--- config.mk ---
export PLATFORM = sky130hd
export DESIGN_NAME = stepper_speed_slew_controller
export DESIGN_NICKNAME = d
export VERILOG_FILES = /design/src/sv/sssc_pkg.sv /design/src/sv/sssc_ctrl.sv /design/src/sv/sssc_dpath.sv /design/src/sv/stepper_speed_slew_controller.sv
export SDC_FILE = /design/constraint.sdc
export NUM_CORES = 2
export LEC_CHECK = 0
export BUFFER_PORTS_ARGS = -buffer_cell sky130_fd_sc_hd__buf_2
export CAP_MARGIN = 0
export CORE_MARGIN = 1
export CORE_UTILIZATION = 60
export DETAILED_ROUTE_END_ITERATION = 12
export PLACE_DENSITY = 0.79
export SLEW_MARGIN = 25
export SYNTH_ARGS = -nofsm -noshare
export SYNTH_HDL_FRONTEND = slang
export SYNTH_SLANG_ARGS = --single-unit
--- constraint.sdc ---
create_clock -name clk -period 8.7 [get_ports clk]
set_clock_uncertainty 0.1 [all_clocks]
set_input_delay 0 -clock clk [delete_from_list [all_inputs] [get_ports clk]]
set_output_delay 0 -clock clk [all_outputs]
set_load 0.1 [all_outputs]
--- src/sv/sssc_pkg.sv ---
// ----------------------------------------------------------------------------
// sssc_pkg
// Shared types and constants of the stepper speed and slew controller.
// ----------------------------------------------------------------------------
package sssc_pkg;

	localparam int ClkW     = 28;
	localparam int DivW     = 17;
	localparam int FreqW    = 16;
	localparam int ProdW    = FreqW + DivW;
	localparam int PeriodW  = 22;
	localparam int CompareW = 21;
	localparam int DivSteps = ClkW;
	localparam int DivCntW  = $clog2(DivSteps);
	localparam int CfgIdxW  = 3;
	localparam int CfgDataW = ClkW;
	localparam int ScaleShift = 7;

	localparam logic [ClkW-1:0]    RstClockHz   = ClkW'(80000000);
	localparam logic [DivW-1:0]    RstDivider   = DivW'(80);
	localparam logic [FreqW-1:0]   RstFullH     = FreqW'(20000);
	localparam logic [FreqW-1:0]   RstFullV     = FreqW'(500);
	localparam logic [FreqW-1:0]   RstJump      = FreqW'(2000);
	localparam logic [FreqW-1:0]   RstRamp      = FreqW'(600);
	localparam logic [FreqW-1:0]   RstRevThr    = FreqW'(1500);
	localparam logic [PeriodW-1:0] PeriodMax    = {PeriodW{1'b1}};
	localparam logic [FreqW-1:0]   FreqMax      = {FreqW{1'b1}};

	typedef enum logic [CfgIdxW-1:0] {
		CFG_CLOCK_HZ   = 3'd0,
		CFG_DIVIDER    = 3'd1,
		CFG_FULL_H     = 3'd2,
		CFG_FULL_V     = 3'd3,
		CFG_JUMP_LIMIT = 3'd4,
		CFG_RAMP_STEP  = 3'd5,
		CFG_REV_THR    = 3'd6
	} cfg_reg_t;

	typedef struct packed {
		logic signed [7:0] joy_x;
		logic signed [7:0] joy_y;
		logic              fire_request;
	} in_item_t;

	typedef struct packed {
		logic [PeriodW-1:0]  period_h;
		logic [CompareW-1:0] compare_h;
		logic                run_h;
		logic                dir_h_out;
		logic [PeriodW-1:0]  period_v;
		logic [CompareW-1:0] compare_v;
		logic                run_v;
		logic                dir_v_out;
		logic                fire_pulse;
	} out_item_t;

	typedef struct packed {
		logic cap;
		logic scale;
		logic slew;
		logic mult;
		logic div_step;
		logic out_load;
	} ctrl_cmd_t;

	typedef struct packed {
		logic div_done;
	} ctrl_status_t;

	typedef struct packed {
		logic [ClkW:0]   rem;
		logic [ClkW-1:0] quo;
	} div_lane_t;

endpackage

--- src/sv/sssc_ctrl.sv ---
// ----------------------------------------------------------------------------
// sssc_ctrl
// Sequencer: scale, slew, multiply, divide, then load the result register.
// ----------------------------------------------------------------------------
module sssc_ctrl (
	input  logic                  clk,
	input  logic                  arst_n,
	input  logic                  in_valid,
	output logic                  in_stall,
	output logic                  out_valid,
	input  logic                  out_stall,
	input  sssc_pkg::ctrl_status_t status,
	output sssc_pkg::ctrl_cmd_t    cmd
);

	typedef enum logic [2:0] {
		S_IDLE,
		S_SCALE,
		S_SLEW,
		S_MULT,
		S_DIV,
		S_FINISH
	} state_t;

	state_t state_q;
	logic   out_valid_q;
	logic   can_load;

	// result register is free, or its transaction completes this cycle
	assign can_load = !out_valid_q || !out_stall;

	always_comb begin
		cmd          = '0;
		cmd.cap      = (state_q == S_IDLE) && in_valid;
		cmd.scale    = (state_q == S_SCALE);
		cmd.slew     = (state_q == S_SLEW);
		cmd.mult     = (state_q == S_MULT);
		cmd.div_step = (state_q == S_DIV);
		cmd.out_load = (state_q == S_FINISH) && can_load;
	end

	assign in_stall  = (state_q != S_IDLE);
	assign out_valid = out_valid_q;

	always_ff @(posedge clk or negedge arst_n) begin
		if (!arst_n) begin
			state_q     <= S_IDLE;
			out_valid_q <= 1'b0;
		end else begin
			if (cmd.out_load) begin
				out_valid_q <= 1'b1;
			end else if (!out_stall) begin
				out_valid_q <= 1'b0;
			end
			case (state_q)
				S_IDLE: begin
					if (in_valid) begin
						state_q <= S_SCALE;
					end
				end
				S_SCALE: state_q <= S_SLEW;
				S_SLEW:  state_q <= S_MULT;
				S_MULT:  state_q <= S_DIV;
				S_DIV: begin
					if (status.div_done) begin
						state_q <= S_FINISH;
					end
				end
				S_FINISH: begin
					if (can_load) begin
						state_q <= S_IDLE;
					end
				end
				default: state_q <= S_IDLE;
			endcase
		end
	end

`ifndef SYNTHESIS
	a_accept_starts: assert property (@(posedge clk) disable iff (!arst_n)
		(state_q == S_IDLE && in_valid) |=> (state_q == S_SCALE))
		else $error("accepted transaction did not start scaling");

	a_div_exit: assert property (@(posedge clk) disable iff (!arst_n)
		(state_q == S_DIV && status.div_done) |=> (state_q == S_FINISH))
		else $error("divider finished but sequencer did not move on");

	a_finish_loads: assert property (@(posedge clk) disable iff (!arst_n)
		(state_q == S_FINISH && can_load) |=> (out_valid_q && state_q == S_IDLE))
		else $error("result not presented after finish");

	a_valid_source: assert property (@(posedge clk) disable iff (!arst_n)
		$rose(out_valid_q) |-> ($past(state_q) == S_FINISH))
		else $error("result valid raised outside finish");
`endif

endmodule

--- src/sv/sssc_dpath.sv ---
// ----------------------------------------------------------------------------
// sssc_dpath
// Settings registers, axis state, scaling, slew limit, two divider lanes and
// the result register.
// ----------------------------------------------------------------------------
module sssc_dpath (
	input  logic                                clk,
	input  logic                                arst_n,
	input  logic                                cfg_we,
	input  logic [sssc_pkg::CfgIdxW-1:0]        cfg_index,
	input  logic [sssc_pkg::CfgDataW-1:0]       cfg_data,
	input  sssc_pkg::in_item_t                  in_data,
	input  sssc_pkg::ctrl_cmd_t                 cmd,
	output sssc_pkg::ctrl_status_t              status,
	output sssc_pkg::out_item_t                 out_data
);

	localparam int FW = sssc_pkg::FreqW;

	// settings
	logic [sssc_pkg::ClkW-1:0] clock_hz_q;
	logic [sssc_pkg::DivW-1:0] divider_q;
	logic [FW-1:0]             full_h_q;
	logic [FW-1:0]             full_v_q;
	logic [FW-1:0]             jump_q;
	logic [FW-1:0]             ramp_q;
	logic [FW-1:0]             rev_thr_q;

	// axis state
	logic          dir_v_q;
	logic          dir_h_q;
	logic          rev_pend_q;
	logic [FW-1:0] last_freq_q;

	// working registers
	sssc_pkg::in_item_t         in_q;
	logic [FW-1:0]              fh_raw_q;
	logic [FW-1:0]              fh_q;
	logic [FW-1:0]              fv_q;
	logic [sssc_pkg::ProdW-1:0] prod_h_q;
	logic [sssc_pkg::ProdW-1:0] prod_v_q;
	sssc_pkg::div_lane_t        lane_h_q;
	sssc_pkg::div_lane_t        lane_v_q;
	logic [sssc_pkg::DivCntW-1:0] cnt_q;
	sssc_pkg::out_item_t        out_q;

	logic                       xneg, xpos, yneg, ypos;
	logic [7:0]                 ax, ay;
	logic [FW+7:0]              mul_h, mul_v;
	logic [sssc_pkg::DivW-1:0]  div_eff;
	logic                       dir_v_nxt, dir_h_nxt, rev_nxt;
	logic [FW-1:0]              fh_nxt;
	logic [FW:0]                sum_fl, last_plus_jump, last_plus_ramp;
	logic [FW:0]                last_minus_ramp;
	logic [FW-1:0]              last_minus_jump;
	logic [sssc_pkg::PeriodW-1:0] per_h, per_v;

	function automatic sssc_pkg::div_lane_t lane_step(sssc_pkg::div_lane_t s,
		logic [sssc_pkg::ProdW-1:0] d);
		sssc_pkg::div_lane_t        r;
		logic [sssc_pkg::ClkW:0]    trial;
		logic                       ge;
		trial = {s.rem[sssc_pkg::ClkW-1:0], s.quo[sssc_pkg::ClkW-1]};
		ge    = {{(sssc_pkg::ProdW-sssc_pkg::ClkW-1){1'b0}}, trial} >= d;
		r.rem = ge ? (trial - d[sssc_pkg::ClkW:0]) : trial;
		r.quo = {s.quo[sssc_pkg::ClkW-2:0], ge};
		return r;
	endfunction

	function automatic logic [sssc_pkg::PeriodW-1:0] to_period(
		logic [sssc_pkg::ClkW-1:0] q);
		logic [sssc_pkg::ClkW-1:0] p;
		p = (q == '0) ? '0 : q - 1'b1;
		if (p > {{(sssc_pkg::ClkW-sssc_pkg::PeriodW){1'b0}}, sssc_pkg::PeriodMax}) begin
			return sssc_pkg::PeriodMax;
		end
		return p[sssc_pkg::PeriodW-1:0];
	endfunction

	// sign and magnitude of the deflections
	always_comb begin
		xneg = in_q.joy_x[7];
		yneg = in_q.joy_y[7];
		xpos = !xneg && (in_q.joy_x != '0);
		ypos = !yneg && (in_q.joy_y != '0);
		ax   = xneg ? 8'(-in_q.joy_x) : 8'(in_q.joy_x);
		ay   = yneg ? 8'(-in_q.joy_y) : 8'(in_q.joy_y);
		mul_h = (FW+8)'(ax) * (FW+8)'(full_h_q);
		mul_v = (FW+8)'(ay) * (FW+8)'(full_v_q);
	end

	// direction state and horizontal slew limit
	always_comb begin
		dir_v_nxt = dir_v_q;
		if (yneg) begin
			dir_v_nxt = 1'b0;
		end else if (ypos) begin
			dir_v_nxt = 1'b1;
		end
		rev_nxt   = rev_pend_q || (dir_h_q && xneg) || (!dir_h_q && xpos);
		dir_h_nxt = dir_h_q;

		sum_fl          = {1'b0, fh_raw_q} + {1'b0, last_freq_q};
		last_plus_jump  = {1'b0, last_freq_q} + {1'b0, jump_q};
		last_plus_ramp  = {1'b0, last_freq_q} + {1'b0, ramp_q};
		last_minus_ramp = {1'b0, last_freq_q} - {1'b0, ramp_q};
		last_minus_jump = last_freq_q - jump_q;
		fh_nxt          = fh_raw_q;

		if (rev_nxt) begin
			if (sum_fl >= {1'b0, rev_thr_q}) begin
				if (last_freq_q < ramp_q) begin
					dir_h_nxt = !dir_h_q;
					rev_nxt   = 1'b0;
					fh_nxt    = ramp_q - last_freq_q;
				end else begin
					fh_nxt = last_minus_ramp[FW-1:0];
				end
			end else begin
				dir_h_nxt = !dir_h_q;
				rev_nxt   = 1'b0;
			end
		end else if ({1'b0, fh_raw_q} >= last_plus_jump) begin
			fh_nxt = last_plus_ramp[FW] ? sssc_pkg::FreqMax : last_plus_ramp[FW-1:0];
		end else if (last_freq_q >= jump_q && fh_raw_q <= last_minus_jump) begin
			// a ramp below zero wraps high and saturates
			fh_nxt = last_minus_ramp[FW] ? sssc_pkg::FreqMax : last_minus_ramp[FW-1:0];
		end
	end

	assign div_eff         = (divider_q == '0) ? sssc_pkg::DivW'(1) : divider_q;
	assign status.div_done = (cnt_q == sssc_pkg::DivCntW'(sssc_pkg::DivSteps - 1));
	assign out_data        = out_q;
	assign per_h           = to_period(lane_h_q.quo);
	assign per_v           = to_period(lane_v_q.quo);

	always_ff @(posedge clk or negedge arst_n) begin
		if (!arst_n) begin
			clock_hz_q  <= sssc_pkg::RstClockHz;
			divider_q   <= sssc_pkg::RstDivider;
			full_h_q    <= sssc_pkg::RstFullH;
			full_v_q    <= sssc_pkg::RstFullV;
			jump_q      <= sssc_pkg::RstJump;
			ramp_q      <= sssc_pkg::RstRamp;
			rev_thr_q   <= sssc_pkg::RstRevThr;
			dir_v_q     <= 1'b0;
			dir_h_q     <= 1'b0;
			rev_pend_q  <= 1'b0;
			last_freq_q <= '0;
			cnt_q       <= '0;
		end else begin
			if (cfg_we) begin
				case (sssc_pkg::cfg_reg_t'(cfg_index))
					sssc_pkg::CFG_CLOCK_HZ:   clock_hz_q <= cfg_data;
					sssc_pkg::CFG_DIVIDER:    divider_q  <= cfg_data[sssc_pkg::DivW-1:0];
					sssc_pkg::CFG_FULL_H:     full_h_q   <= cfg_data[FW-1:0];
					sssc_pkg::CFG_FULL_V:     full_v_q   <= cfg_data[FW-1:0];
					sssc_pkg::CFG_JUMP_LIMIT: jump_q     <= cfg_data[FW-1:0];
					sssc_pkg::CFG_RAMP_STEP:  ramp_q     <= cfg_data[FW-1:0];
					sssc_pkg::CFG_REV_THR:    rev_thr_q  <= cfg_data[FW-1:0];
					default: ;
				endcase
			end
			if (cmd.slew) begin
				dir_v_q     <= dir_v_nxt;
				dir_h_q     <= dir_h_nxt;
				rev_pend_q  <= rev_nxt;
				last_freq_q <= fh_nxt;
			end
			if (cmd.mult) begin
				cnt_q <= '0;
			end else if (cmd.div_step) begin
				cnt_q <= cnt_q + 1'b1;
			end
		end
	end

	always_ff @(posedge clk) begin
		if (cmd.cap) begin
			in_q <= in_data;
		end
		if (cmd.scale) begin
			// deflection times full scale over 128, never above 16 bits
			fh_raw_q <= mul_h[FW+sssc_pkg::ScaleShift-1:sssc_pkg::ScaleShift];
			fv_q     <= mul_v[FW+sssc_pkg::ScaleShift-1:sssc_pkg::ScaleShift];
		end
		if (cmd.slew) begin
			fh_q <= fh_nxt;
		end
		if (cmd.mult) begin
			prod_h_q     <= sssc_pkg::ProdW'(fh_q) * sssc_pkg::ProdW'(div_eff);
			prod_v_q     <= sssc_pkg::ProdW'(fv_q) * sssc_pkg::ProdW'(div_eff);
			lane_h_q.rem <= '0;
			lane_h_q.quo <= clock_hz_q;
			lane_v_q.rem <= '0;
			lane_v_q.quo <= clock_hz_q;
		end
		if (cmd.div_step) begin
			lane_h_q <= lane_step(lane_h_q, prod_h_q);
			lane_v_q <= lane_step(lane_v_q, prod_v_q);
		end
		if (cmd.out_load) begin
			out_q.run_h      <= (fh_q != '0);
			out_q.period_h   <= (fh_q != '0) ? per_h : '0;
			out_q.compare_h  <= (fh_q != '0) ? per_h[sssc_pkg::PeriodW-1:1] : '0;
			out_q.dir_h_out  <= !dir_h_q;
			out_q.run_v      <= (fv_q != '0);
			out_q.period_v   <= (fv_q != '0) ? per_v : '0;
			out_q.compare_v  <= (fv_q != '0) ? per_v[sssc_pkg::PeriodW-1:1] : '0;
			out_q.dir_v_out  <= dir_v_q;
			out_q.fire_pulse <= in_q.fire_request;
		end
	end

endmodule

--- src/sv/stepper_speed_slew_controller.sv ---
// ----------------------------------------------------------------------------
// stepper_speed_slew_controller
// Joystick command to step timer settings for a two-axis stepper mount.
// ----------------------------------------------------------------------------
//  channel  | signals                        | moves
//  ---------+--------------------------------+------------------------------
//  in       | in_valid, in_stall, in_data    | one joystick command
//  out      | out_valid, out_stall, out_data | timer settings for both axes
//  cfg      | cfg_we, cfg_index, cfg_data    | one settings register write
//
//  A command runs through the scale, slew, multiply and divide steps before
//  its result is loaded, and the next command is taken only after that load.
//  The two divider lanes produce one quotient bit a cycle over the 28-bit
//  timer clock. Reset loads the default settings and clears
//  the axis state. A stalled result holds in the output register; the block
//  finishes its work and waits there before loading the next result.
// ----------------------------------------------------------------------------
module stepper_speed_slew_controller (
	input  logic                            clk,
	input  logic                            arst_n,
	input  logic                            in_valid,
	output logic                            in_stall,
	input  sssc_pkg::in_item_t              in_data,
	output logic                            out_valid,
	input  logic                            out_stall,
	output sssc_pkg::out_item_t             out_data,
	input  logic                            cfg_we,
	input  logic [sssc_pkg::CfgIdxW-1:0]    cfg_index,
	input  logic [sssc_pkg::CfgDataW-1:0]   cfg_data
);

	sssc_pkg::ctrl_cmd_t    cmd;
	sssc_pkg::ctrl_status_t status;

	sssc_ctrl u_ctrl (
		.clk       (clk),
		.arst_n    (arst_n),
		.in_valid  (in_valid),
		.in_stall  (in_stall),
		.out_valid (out_valid),
		.out_stall (out_stall),
		.status    (status),
		.cmd       (cmd)
	);

	sssc_dpath u_dpath (
		.clk       (clk),
		.arst_n    (arst_n),
		.cfg_we    (cfg_we),
		.cfg_index (cfg_index),
		.cfg_data  (cfg_data),
		.in_data   (in_data),
		.cmd       (cmd),
		.status    (status),
		.out_data  (out_data)
	);

endmodule

* Word level (Yosys, flattened, before mapping)
Cells that the tools add are included.
** Storage, ports and cells
- Flip-flop bits (word level) :: 487
** Cells by class
- Add/subtract/negate cells :: 13
- Multiply operators :: 4
- Magnitude comparators :: 9
- Eq/ne operators :: 17
- Multiplexer cells :: 38
- Reduce and logical (&&, ||, !) cells :: 37
** Operators with widths (number)
- 56-bit two-way mux :: 3
- 16-bit two-way mux :: 7
- 28-bit two-way mux :: 4
- 22-bit two-way mux :: 4
- 29-bit by 33-bit >= comparator with 1-bit output :: 2
- 16-bit by 17-bit multiplier with 33-bit output :: 2
- 28-bit by 22-bit greater-than comparator with 1-bit output, second input constant :: 2
- 28-bit logical NOT :: 2
- 28-bit by 1-bit subtractor with 28-bit output, second input constant :: 2
- 28-bit subtractor :: 2
- 16-bit by 16-bit adder with 17-bit output :: 3
- 8-bit by 16-bit multiplier with 23-bit output :: 2
- 16-bit nonzero test :: 2
- 16-bit subtractor :: 2
- 3-bit one-hot mux with 6 select lines :: 1
- 16-bit by 17-bit >= comparator with 1-bit output :: 1
- 17-bit by 16-bit >= comparator with 1-bit output :: 1
- 17-bit logical NOT :: 1
- 17-bit two-way mux :: 1
- 16-bit by 16-bit subtractor with 17-bit output :: 1
- 16-bit >= comparator :: 1
- 16-bit less-or-equal comparator :: 1
- 16-bit < comparator :: 1
- 8-bit two-way mux :: 2
- 20 further kinds :: 68

* Logic depth before layout (Yosys ltp)
- Word-level depth :: 6
- Gate-level depth with buffers :: 28
- Depth with buffers taken out :: 26

* Hierarchy
A second synthesis with hierarchy kept.
** Second synthesis, totals
- Cells, all modules :: 5373
- Area total of the unflattened synthesis :: 51642.0 µm²
** Modules (own cells, without submodules)
- sssc_dpath :: times used 1, cells an instance 5348, area each 51426.8 µm², seq. area each 12544.5 µm²
- sssc_ctrl :: times used 1, cells an instance 25, area each 215.2 µm², seq. area each 100.1 µm²

* Least setup slack after synthesis
OpenSTA, ideal clock, no wires.
- Path kind :: register to register
- Start :: register u_ctrl.state_q[0]
- End :: register u_dpath.lane_h_q[0] (netlist name), enable pin
- Data arrival time :: 6276 ps
- Required time :: 8135 ps
- Path slack :: 1860 ps
- Stages on the path, launching flop included :: 6
- Path buffers :: 1
- Cell sequence :: dfrtp_1 -> clkbuf_1 -> nand2_1 -> nor2_1 -> nor2_1 -> inv_1
** Between the ends
- Cells in the longest elaborated chain, start to end :: 2
- Elaborated cells between the ends (all ways) :: 3
- Classes of those cells :: 2 x eq/ne; 1 x reduce/logical
** RTL lines
- start: declaration :: line sssc_ctrl.sv:25 : state_t state_q;
- start signal: assignment :: line sssc_ctrl.sv:47 : state_q <= S_IDLE;
- start signal: assignment :: line sssc_ctrl.sv:58 : state_q <= S_SCALE;
- start signal: assignment :: line sssc_ctrl.sv:61 : S_SCALE: state_q <= S_SLEW;
- 3-bit equality test or 3-bit by 2-bit equality test with 1-bit output (tied branches) :: line sssc_ctrl.sv:38, sssc_ctrl.sv:37
- 2-bit nonzero test (no source line) (*)
- end signal: assignment :: line sssc_dpath.sv:199 : lane_h_q <= lane_step(lane_h_q, prod_h_q);
- end: declaration :: line sssc_dpath.sv:42 : sssc_pkg::div_lane_t lane_h_q;
Every way passes the cells marked *; elsewhere a longest branch is shown, timed or not.
A chain may end at the register's enable or synchronous reset.

* Worst setup path in the final report
- Start :: register u_dpath.divider_q[6] (netlist name)
- End :: register u_dpath.prod_h_q[32] (netlist name) (data pin)
** Between the ends
- Cells in the longest elaborated chain, start to end :: 3
** RTL lines
- start: declaration :: line sssc_dpath.sv:22 : logic [sssc_pkg::DivW-1:0] divider_q;
- start signal: assignment :: line sssc_dpath.sv:140 : divider_q <= sssc_pkg::RstDivider;
- start signal: assignment :: line sssc_dpath.sv:155 : sssc_pkg::CFG_DIVIDER: divider_q <= cfg_data[sssc_pkg::DivW-1:0];
- 17-bit logical NOT :: line sssc_dpath.sv:131 : assign div_eff = (divider_q == '0) ? sssc_pkg::DivW'(1) : divider_q;
- 17-bit two-way mux (*) :: line sssc_dpath.sv:131
- 16-bit by 17-bit multiplier with 33-bit output (*) :: line sssc_dpath.sv:191 : prod_h_q <= sssc_pkg::ProdW'(fh_q) * sssc_pkg::ProdW'(div_eff);
- end signal: assignment :: line sssc_dpath.sv:191
- end: declaration :: line sssc_dpath.sv:40 : logic [sssc_pkg::ProdW-1:0] prod_h_q;
Marked as above.

==> key figures <==
Floorplan
  • Die Y: 296 um
  • Num rows: 107
  • Die Wd: roughly 300 um
  • Total die area: 0.0877 mm^2
  • Initial cell density of the core: between 60 and 70%
  • Core area: 0.0854 mm^2
  • Number of I/O pins: 146

Synth
  • Fraction of the mapped netlist area in adder cells: 34.6%
  • Synth Instances: 5444
  • Synth unique cells: 97
  • Mapped Nets: 6579
  • Yosys warns: 0
  • Flops & latches, synth: 445
  • Simple-gate share of the synthesized area: 16.1%
  • Multiplexer area fraction after synthesis: 3.48%
  • Post-synthesis sequential area ratio: 24.4%
  • Synth Area in XOR/XNOR: about 4.3%
  • Async set-or-reset flop fraction in the synthesized netlist: 34.4%
  • EDFF count, synth: 292
  • Largest family of logic cells by synthesized area: adder cells
  • Avg Synthesized Cell Area: 9.53 um^2
  • Compound-Gate Fraction of Synth Area: 9.12%
  • Synth Flop Type: edfxtp_1
  • Mapped cell area: roughly 0.052 mm^2

Place
  • I/O Buffers: 145
  • Dpl hpwl: between 90000 and 100000 um
  • Post-Place Cells: 6525
  • Worst slack at placement: about 1300 ps
  • RePlAce Congestion: 0.920
  • DP Area: 0.0534 mm^2

STA
  • TNS Setup: 0 ps
  • RSZ-0062 raised after global routing: no
  • Final WS setup: approximately 1100 ps
  • Max-Slew Margin vs Limit: 30.8%
  • Slew Viols, Final: 0
  • Tightest Pin Transition: 1040 ps
  • Min cycle time layout: 7610 ps
  • Peak Freq: ~130 MHz
  • Final hold vios: 0
  • # setup viols final: 0
  • Crit share post-route: 87.5%

Clock tree
  • Clock root cell: clkbuf_16
  • Clk_lat worst skew: 630 ps
  • Reg clk slew, reported paths: 60 ps
  • CTS HTree Levels: 2
  • Post-CTS Setup Inserts: 0
  • CTS tree: yes
  • TritonCTS Buffers: 53
  • Sink Count: 445
  • Clock Tree Buf Depth: 3

Setup path
  • Most frequent CP cell: fa_1
  • CP max stage cell: dfstp_2
  • Crit. path cell count: 25
  • Reg2Reg Setup Slack: around 1100 ps
  • Delay-heaviest family, CP: adder cells
  • Worst r2r path cells: 25
  • Crit path buffers/inverters: 4
  • Worst EP required: 8970 ps
  • Worst Path Arrival: 7890 ps
  • R2R Path End: u_dpath.prod_h_q[32]
  • Crit Path Max Fanout: 34
  • CP Launch Type: flip-flop
  • Crit path capture: u_dpath.prod_h_q[32]
  • Reg2reg start: u_dpath.divider_q[6]
  • Max incr delay on CP: 570 ps
  • Crit. Startpoint: u_dpath.divider_q[6]
  • WS Path Type: reg -> reg
  • CP Capture Type: flip-flop

Global routing
  • Largest net degree at the start of global routing: 80
  • First-pass GRT wire length: 209000 um
  • Vias in the first global route: 40580
  • Initial antenna violation count: 7
  • Total track usage: approximately 30%
  • Grt ovf: 0

Detailed routing
  • Average wire per standard cell: 19.5 um
  • Drt via density: 5.90
  • Total number of vias: 39738
  • DRC viols: 0
  • Final wirelength: 131000 um
  • Pre-Repair DR Iteration Count: 8
  • 1st-iter DRT viols: 3163
  • Routed Antenna Nets: 0

Cells and area
  • Area Growth Syn to Fin: 8.46%
  • Fraction of layout cells with a size suffix above 1: 9.25%
  • Design area: 0.0563 mm^2
  • Finished Layout Cells: 6737
  • Nets: 6671

Min path
  • Type of the most critical hold path: in -> reg

Run
  • Max-Cap Viols: 0

Status
  • Outcome: complete, no violations
-- worst min-delay path: stages --
cell	delay (ps)
dlygate4sd3_1	510
buf_2	90
mux2_2	130
-- synthesized netlist by cell type (33+ instances only) --
library cell  instances  share of area [%]
nor4_1               34               0.41
xnor2_1             187                3.2
inv_1               800                5.8
dfrtp_1             115                5.5
nand2b_1             61               0.74
nand2_1             691                5.0
o21ai_0             112                1.1
buf_4                46               0.67
nor3_1               67               0.65
ha_1                494                 12
clkbuf_1            172                1.2
a31oi_1              33               0.40
o21a_1               35               0.51
nor2b_1             111                1.3
mux2_2              117                2.5
xor2_1               66                1.1
and2_1              304                3.7
mux2i_1              49               0.94
fa_1                588                 23
a21oi_1             241                2.3
a21o_1               54               0.78
nand3_1              49               0.47
edfxtp_1            292                 17
dfstp_2              38                1.9
nor2_1              276                2.0
-- cell usage in the layout, fill, tap and decap left out, types with 16 or more instances in the layout --
cell and instances:
buf_2 144, clkbuf_16 54, dlygate4sd3_1 99, mux2_2 117
nor2b_1 111, nand2b_1 61, xor2_1 66, a21oi_1 240
mux2i_1 49, o21bai_1 24, dfstp_2 38, nor3_1 65
o21a_1 35, o21ai_0 112, o211ai_1 16, nor4_1 34
nand2_1 691, ha_1 494, a21o_1 54, nand4_1 27
or3_1 18, a31oi_1 33, inv_1 799, xnor2_1 187
edfxtp_1 292, nand3_1 49, buf_4 47, fa_1 588
and3_1 26, nor2_1 274, a211oi_1 23, dfrtp_1 115
and2_1 304
-- logic make-up after synthesis --
logic type	after synthesis
muxes	166
buffers and inverters	1059
adders and majority gates	1082
AOI/OAI and AO/OA	710
DFF	445
and+or+nand+nor	1729
xor gates and xnor gates	253
-- worst min-delay path by stage --
stage	from	endpoint	slack, ps	depth (start not counted)
6_report	cfg_data[21]	u_dpath.clock_hz_q[21]	40	3
5_1_grt	cfg_data[21]	u_dpath.clock_hz_q[21]	50	3
4_1_cts	arst_n	u_dpath.ramp_q[3]	1	2
3_5_place_dp	arst_n	u_dpath.clock_hz_q[17]	20	1
3_3_place_gp	arst_n	u_dpath.clock_hz_q[19]	20	1
2_1_floorplan	arst_n	u_ctrl.out_valid	-400	0
-- state kept, by name, summed over array words and instances, names as in the netlist --
| register | count |
|---|---|
| u_dpath.dir_h_q | 1 |
| u_dpath.jump_q | 16 |
| u_dpath.out_data | 49 |
| u_dpath.prod_v_q | 33 |
| u_dpath.last_freq_q | 16 |
| u_dpath.ramp_q | 16 |
| u_dpath.fh_raw_q | 16 |
| u_dpath.full_v_q | 16 |
| u_dpath.fh_q | 16 |
| u_ctrl.out_valid | 1 |
| u_dpath.fv_q | 16 |
| u_dpath.rev_thr_q | 16 |
| u_dpath.lane_v_q | 56 |
| u_dpath.rev_pend_q | 1 |
| u_dpath.prod_h_q | 33 |
| u_ctrl.state_q | 3 |
| u_dpath.dir_v_q | 1 |
| u_dpath.lane_h_q | 56 |
| u_dpath.clock_hz_q | 28 |
| u_dpath.cnt_q | 5 |
| u_dpath.divider_q | 17 |
| u_dpath.full_h_q | 16 |
| u_dpath.in_q | 17 |
-- what timing repair did --
| action | CTS | global route |
|---|---|---|
| hold endpoints to repair | 244 | 1 |
| resized for setup | 0 | 0 |
| endpoints found under the setup margin | 0 | 0 |
| hold buffers | 99 | 1 |
-- per-stage QoR --
| step | hold slack (ps) | utilization [%] |
|---|---|---|
| finish | 41.6 | 65.9 |
| global route | 51.1 | 65.9 |
| CTS | 0.971 | 65.9 |
| detailed placement | 21.8 | 62.5 |
| global placement | 17.8 | 62.5 |
| floorplan | -396 | - |
-- per-layer routing --
metal  up-vias  share of wire [%]  track usage, %
li1      17946                  -               -
met1     19702                 40            38.7
met2      1666                 48            50.5
met3       418                7.6            5.00
met4         6                4.6            13.5
met5         -              0.060               0
-- area by class of cell --
type | instances | area, um^2
Antenna cell | 13 | 32.5
Clock buffer | 61 | 1410
Clock inverter | 38 | 452
Fill cell | 6575 | 29100
Inverter | 802 | 3010
Multi-Input combinational cell | 3940 | 35200
Sequential cell | 445 | 12600
Tap cell | 1144 | 1430
Timing Repair Buffer | 294 | 2130
Power is left out: the tool's default activity adds up to more than one toggle a clock period on the data nets, which glitch-free logic cannot reach.
